==> config.mk <==
export PLATFORM = sky130hd
export DESIGN_NAME = alrd_queue
export DESIGN_NICKNAME = d
export VERILOG_FILES = /design/src/design/alrd_pkg.sv /design/src/design/alrd_queue.sv
export VERILOG_INCLUDE_DIRS = /design/src /design/src/design
export SDC_FILE = /design/constraint.sdc
export NUM_CORES = 1
export LEC_CHECK = 0
export ABC_AREA = 1
export BUFFER_PORTS_ARGS = -buffer_cell sky130_fd_sc_hd__buf_2
export CORE_AREA = 2 2 39 41
export CTS_BUF_LIST = sky130_fd_sc_hd__clkbuf_16
export DETAILED_ROUTE_END_ITERATION = 10
export DIE_AREA = 0 0 41 43
export PLACE_DENSITY_LB_ADDON = 0.1
export SYNTH_ARGS = -nofsm -noshare
export SYNTH_HDL_FRONTEND = slang
export SYNTH_SLANG_ARGS = --single-unit
==> constraint.sdc <==
create_clock -name clk -period 1.64 [get_ports clk]
set_input_delay 0.328 -clock clk [delete_from_list [all_inputs] [get_ports clk]]
set_output_delay 0.328 -clock clk [all_outputs]
set_load 0.005 [all_outputs]
==> src/design/analog_ladder_rotary_decoder_macros.svh <==
// Assertion macros shared by the rotary decoder modules.
// Needs clk and rst_n in the scope of each use.
`ifndef ANALOG_LADDER_ROTARY_DECODER_MACROS_SVH
`define ANALOG_LADDER_ROTARY_DECODER_MACROS_SVH

// Check a property at every edge outside reset.
`define ALRD_ASSERT(label, prop, msg) \
    label: assert property (@(posedge clk) disable iff (!rst_n) (prop)) else $error(msg);

// Check a property at every edge, reset included.
`define ALRD_ASSERT_ALWAYS(label, prop, msg) \
    label: assert property (@(posedge clk) (prop)) else $error(msg);

`endif

==> src/design/alrd_pkg.sv <==
// Shared types, constants and state tables of the analog ladder rotary decoder.
// No dependencies.
package alrd_pkg;

    localparam int POSITION_BITS = 16;
    localparam int SAMPLE_BITS   = 10;
    localparam int CFG_BITS      = 10;
    localparam int CFG_IDX_BITS  = 3;
    localparam int STEPS_OUT_BITS = 16;
    localparam int CMP_BITS =
        ((SAMPLE_BITS > CFG_BITS) ? SAMPLE_BITS : CFG_BITS) + 2;
    localparam int QUEUE_DEPTH   = 2;

    typedef enum logic [CFG_IDX_BITS-1:0] {
        REG_A_LEVEL   = 3'd0,
        REG_B_LEVEL   = 3'd1,
        REG_AB_LEVEL  = 3'd2,
        REG_WINDOW    = 3'd3,
        REG_HALF_STEP = 3'd4
    } reg_idx_t;

    typedef enum logic {
        OP_POLL = 1'b0,
        OP_TAKE = 1'b1
    } op_t;

    typedef enum logic [1:0] {
        CODE_NONE = 2'd0,
        CODE_B    = 2'd1,
        CODE_A    = 2'd2,
        CODE_AB   = 2'd3
    } code_t;

    typedef enum logic [1:0] {
        EV_NONE  = 2'd0,
        EV_PRESS = 2'd1,
        EV_CW    = 2'd2,
        EV_CCW   = 2'd3
    } ev_t;

    typedef enum logic [1:0] {
        DIR_NONE = 2'b00,
        DIR_CW   = 2'b01,
        DIR_CCW  = 2'b10
    } dir_t;

    typedef struct packed {
        logic [CFG_BITS-1:0] a_level;
        logic [CFG_BITS-1:0] b_level;
        logic [CFG_BITS-1:0] ab_level;
        logic [CFG_BITS-1:0] window;
        logic                half_step;
    } cfg_t;

    // One classified item as it travels from front to back.
    typedef struct packed {
        op_t   op;
        logic  press;
        code_t code;
    } item_t;

    // Entry: {direction[1:0], unused, next phase[2:0]}; columns are contact codes.
    localparam logic [5:0] FULL_TAB [7][4] = '{
        '{6'h00, 6'h02, 6'h04, 6'h00},
        '{6'h03, 6'h00, 6'h01, 6'h10},
        '{6'h03, 6'h02, 6'h00, 6'h00},
        '{6'h03, 6'h02, 6'h01, 6'h00},
        '{6'h06, 6'h00, 6'h04, 6'h00},
        '{6'h06, 6'h05, 6'h00, 6'h20},
        '{6'h06, 6'h05, 6'h04, 6'h00}
    };

    localparam logic [5:0] HALF_TAB [6][4] = '{
        '{6'h03, 6'h02, 6'h01, 6'h00},
        '{6'h23, 6'h00, 6'h01, 6'h00},
        '{6'h13, 6'h02, 6'h00, 6'h00},
        '{6'h03, 6'h05, 6'h04, 6'h00},
        '{6'h03, 6'h03, 6'h04, 6'h10},
        '{6'h03, 6'h05, 6'h03, 6'h20}
    };

endpackage

==> src/design/alrd_queue.sv <==
// Short queue of classified items between front and back.
// Depends on alrd_pkg and the assertion macros.
`include "analog_ladder_rotary_decoder_macros.svh"

module alrd_queue
    import alrd_pkg::*;
(
    input  logic  clk,
    input  logic  rst_n,
    input  logic  push_valid,
    output logic  push_ready,
    input  item_t push_item,
    output logic  pop_valid,
    input  logic  pop_ready,
    output item_t pop_item
);

    localparam int PTR_BITS = (QUEUE_DEPTH > 1) ? $clog2(QUEUE_DEPTH) : 1;
    localparam int CNT_BITS = $clog2(QUEUE_DEPTH + 1);
    localparam logic [PTR_BITS-1:0] LAST_PTR = PTR_BITS'(QUEUE_DEPTH - 1);
    localparam logic [CNT_BITS-1:0] FULL_CNT = CNT_BITS'(QUEUE_DEPTH);

    item_t               slot_reg [QUEUE_DEPTH];
    logic [PTR_BITS-1:0] wr_ptr_reg, wr_ptr_next;
    logic [PTR_BITS-1:0] rd_ptr_reg, rd_ptr_next;
    logic [CNT_BITS-1:0] count_reg, count_next;
    logic                push, pop;

    assign push_ready = (count_reg != FULL_CNT);
    assign pop_valid  = (count_reg != '0);
    assign pop_item   = slot_reg[rd_ptr_reg];
    assign push       = push_valid && push_ready;
    assign pop        = pop_valid && pop_ready;

    always_comb
    begin
        wr_ptr_next = wr_ptr_reg;
        rd_ptr_next = rd_ptr_reg;
        count_next  = count_reg;
        if (push)
        begin
            wr_ptr_next = (wr_ptr_reg == LAST_PTR) ? '0 : wr_ptr_reg + 1'b1;
        end
        if (pop)
        begin
            rd_ptr_next = (rd_ptr_reg == LAST_PTR) ? '0 : rd_ptr_reg + 1'b1;
        end
        if (push && !pop)
        begin
            count_next = count_reg + 1'b1;
        end
        else if (pop && !push)
        begin
            count_next = count_reg - 1'b1;
        end
    end

    always_ff @(posedge clk or negedge rst_n)
    begin
        if (!rst_n)
        begin
            wr_ptr_reg <= '0;
            rd_ptr_reg <= '0;
            count_reg  <= '0;
        end
        else
        begin
            wr_ptr_reg <= wr_ptr_next;
            rd_ptr_reg <= rd_ptr_next;
            count_reg  <= count_next;
        end
    end

    always_ff @(posedge clk)
    begin
        if (push)
        begin
            slot_reg[wr_ptr_reg] <= push_item;
        end
    end

    `ALRD_ASSERT_ALWAYS(a_count_bound, count_reg <= FULL_CNT, "queue count beyond depth")
    `ALRD_ASSERT(a_count_track,
        count_reg == $past(count_reg) + CNT_BITS'($past(push)) - CNT_BITS'($past(pop)),
        "queue count out of step with push and pop")

endmodule

==> reports/results.ini <==
[outcome]
status = completed

[logic_synthesis]
yosys.area.top_type = edfxtp_1
synth_area_um2 = 530.5
ys_warn_count = 0
synth_commonest_cells = nand2_1 (18), edfxtp_1 (8), inv_1 (5)
postSynthAreaPerCell_um2 = 10.83
synth_ff_type = edfxtp_1
ys_ff_latch = 12
synth_edf_count = 8
syn_inst = 49
synth.most_common_cell = nand2_1
yosys-top-cells-area = edfxtp_1 (45%), dfrtp_1 (19%), nand2_1 (13%), nand2_4 (4.2%), inv_1 (3.5%)
ys_seq_area_share_pct = 64.15
synth_top_area_share_pct = 45.28
synth_nets = 58
synthDistinctLibCells = 13
ys_async_sr_fraction_pct = 33.33

[detailed_routing]
firstDrtPassIters = 2
drt-vias-per-instance = 4.349
drtIter0Drc = 1
vias = 361
drt-total-wl_um = 818
drc_errors = 0
wire_per_inst_um = 9.855
antenna_left = 0

[grt]
grt_pass1_vias = 328
grt_pass1_wl_um = 1345
overflow = 0
antenna_found_initial = 0
grt_max_degree = 8
track_usage_pct = 12.38

[sta]
rsz0062_at_grt = false
setup_ws_ps = 239.4
hold_slack_ps = 280.7
finalCriticalPeriod_ps = 1401
max_freq_mhz = 714.0
setup_viol = 0
tns_ps = 0
slew_violations = 0
relSlewSlack_pct = 75.18
skew_ps = 6.162
tightest_slew_ps = 370.9
post-route-period-util_pct = 85.40
finalHoldViolCount = 0

[min_path]
hold_path.class = primary input to flop

[setup_path]
cpMaxStageDelayCell = dfrtp_1
cp.required_ps = 1310
worstPathArrival_ps = 1070
cp_max_fo = 6
cp_common_cell = nand2_1
startpoint_type = flop
critPathKind = flop to primary output
max_stage_delay_ps = 440
worstSetupEndpointType = primary output
path_cells = inv_1 -> nand2_1 -> nand2_1 -> buf_2

[pwr]
ir_worst_vdd_mv = 1.091
power.density_nw_per_um2 = 1954
leakage_nw = 0.3443

[die]
die_area_um2 = 1763
fp-row-count = 14
core_um2 = 1384
ios = 14
die_y_um = 43
die_w_um = 41
initial_core_util_pct = 38.34

[placement]
place_area_um2 = 615.6
io_buffers = 13
gp_congestion = 0.6776
dp_hpwl_um = 602.9
place_ws_ps = 294.3

[cells_and_area]
fill_cells = 126
largest_reg_flops = 8
drive_gt1_share_pct = 34.33
layout.nets = 77
area_growth_pct = 32.78
multi_input_area_um2 = 163.9
final_area_um2 = 704.4
antenna_cells = 0
seq_area_um2 = 340.3

[clocking]
numCtsBuffers = 3
cts.sinks = 12
clk_pin_slew_worst_paths_ps = 50
ctsLongestPathBuffers = 2
clk_latency_ps = 240
post_cts_buffers = 0
cts_tree = yes
cts_hold_buffers = 1
htree_num_levels = 1
cts_resized = 0
ctsRootBufferMaster = clkbuf_16

[job]
cap_violations = 0

-- critical path, delay by kind of cell, from the launching register on --
kind	cells	cell delay, ps
buffers and inverters	2	270
DFF	1	440
and+or+nand+nor	2	120
-- path summary, 6_finish.rpt --
kind                                           from                        to  slack (ps)  cells past startpoint
max in group asynchronous                     rst_n    rd_ptr_reg$_DFFE_PN0P_        1080                      2
setup reg to reg           count_reg[0]$_DFFE_PN0P_  count_reg[1]$_DFFE_PN0P_         290                      9
setup / recovery             rd_ptr_reg$_DFFE_PN0P_               pop_item[0]         240                      4
min in group asynchronous                     rst_n    wr_ptr_reg$_DFFE_PN0N_         430                      2
hold reg to reg            count_reg[0]$_DFFE_PN0P_  count_reg[0]$_DFFE_PN0P_         520                      1
hold / removal                         push_item[1]  slot_reg[1][1]$_DFFE_PP_         280                      1
-- cells by family (layout without fill, tap and decap cells) --
group                      Yosys count  count (layout)  share of synthesized area (%)
DFF                                 12              12                          64.15
and+or+nand+nor                     27              27                          23.82
xor gates and xnor gates             2               2                          4.718
adders and majority gates            1               1                          2.358
buffers and inverters                7              25                          4.954
-- per-layer routing --
metal	wire [µm]	GRT usage [%]
met5	0	0
met1	376	14.38
met2	362	17.19
met4	12	6.000
met3	67	7.853
-- power by group --
part           switching [W]  internal (W)
clock network       0.000124      0.000321
registers          0.0000676      0.000432
logic               0.000250      0.000182
total               0.000441      0.000935
-- placed cells by master, fill, tap and decap left out --
cell type	instances
edfxtp_1	8
nand2_4	2
nand2_2	2
xor2_2	1
nand4_1	1
buf_2	13
nor2_1	2
inv_2	2
inv_1	5
nand3_1	2
nand2_1	18
dlygate4sd3_1	1
xnor2_1	1
ha_1	1
clkbuf_16	3
clkinv_1	1
dfrtp_1	4
-- metrics by stage --
| stage | std cells | total power, W | utilization, % |
|---|---|---|---|
| floorplan | 49 | 0.0007984 | - |
| global placement | 78 | 0.0009443 | 44.48 |
| detailed placement | 78 | 0.0009405 | 44.48 |
| CTS | 83 | 0.001389 | 50.90 |
| global route | 83 | 0.001497 | 50.90 |
| finish | 83 | 0.001376 | 50.90 |
-- final cells by class --
cell class                 count  share of cell area (%)
sequential                    12                   48.31
multi-input combinational     30                   23.27
clock buffer                   3                   10.66
timing repair buffer          14                   10.66
inverter                       7                   3.730
tap                           16                   2.842
clock inverter                 1                  0.5329
(Power assumes the default switching activity.)
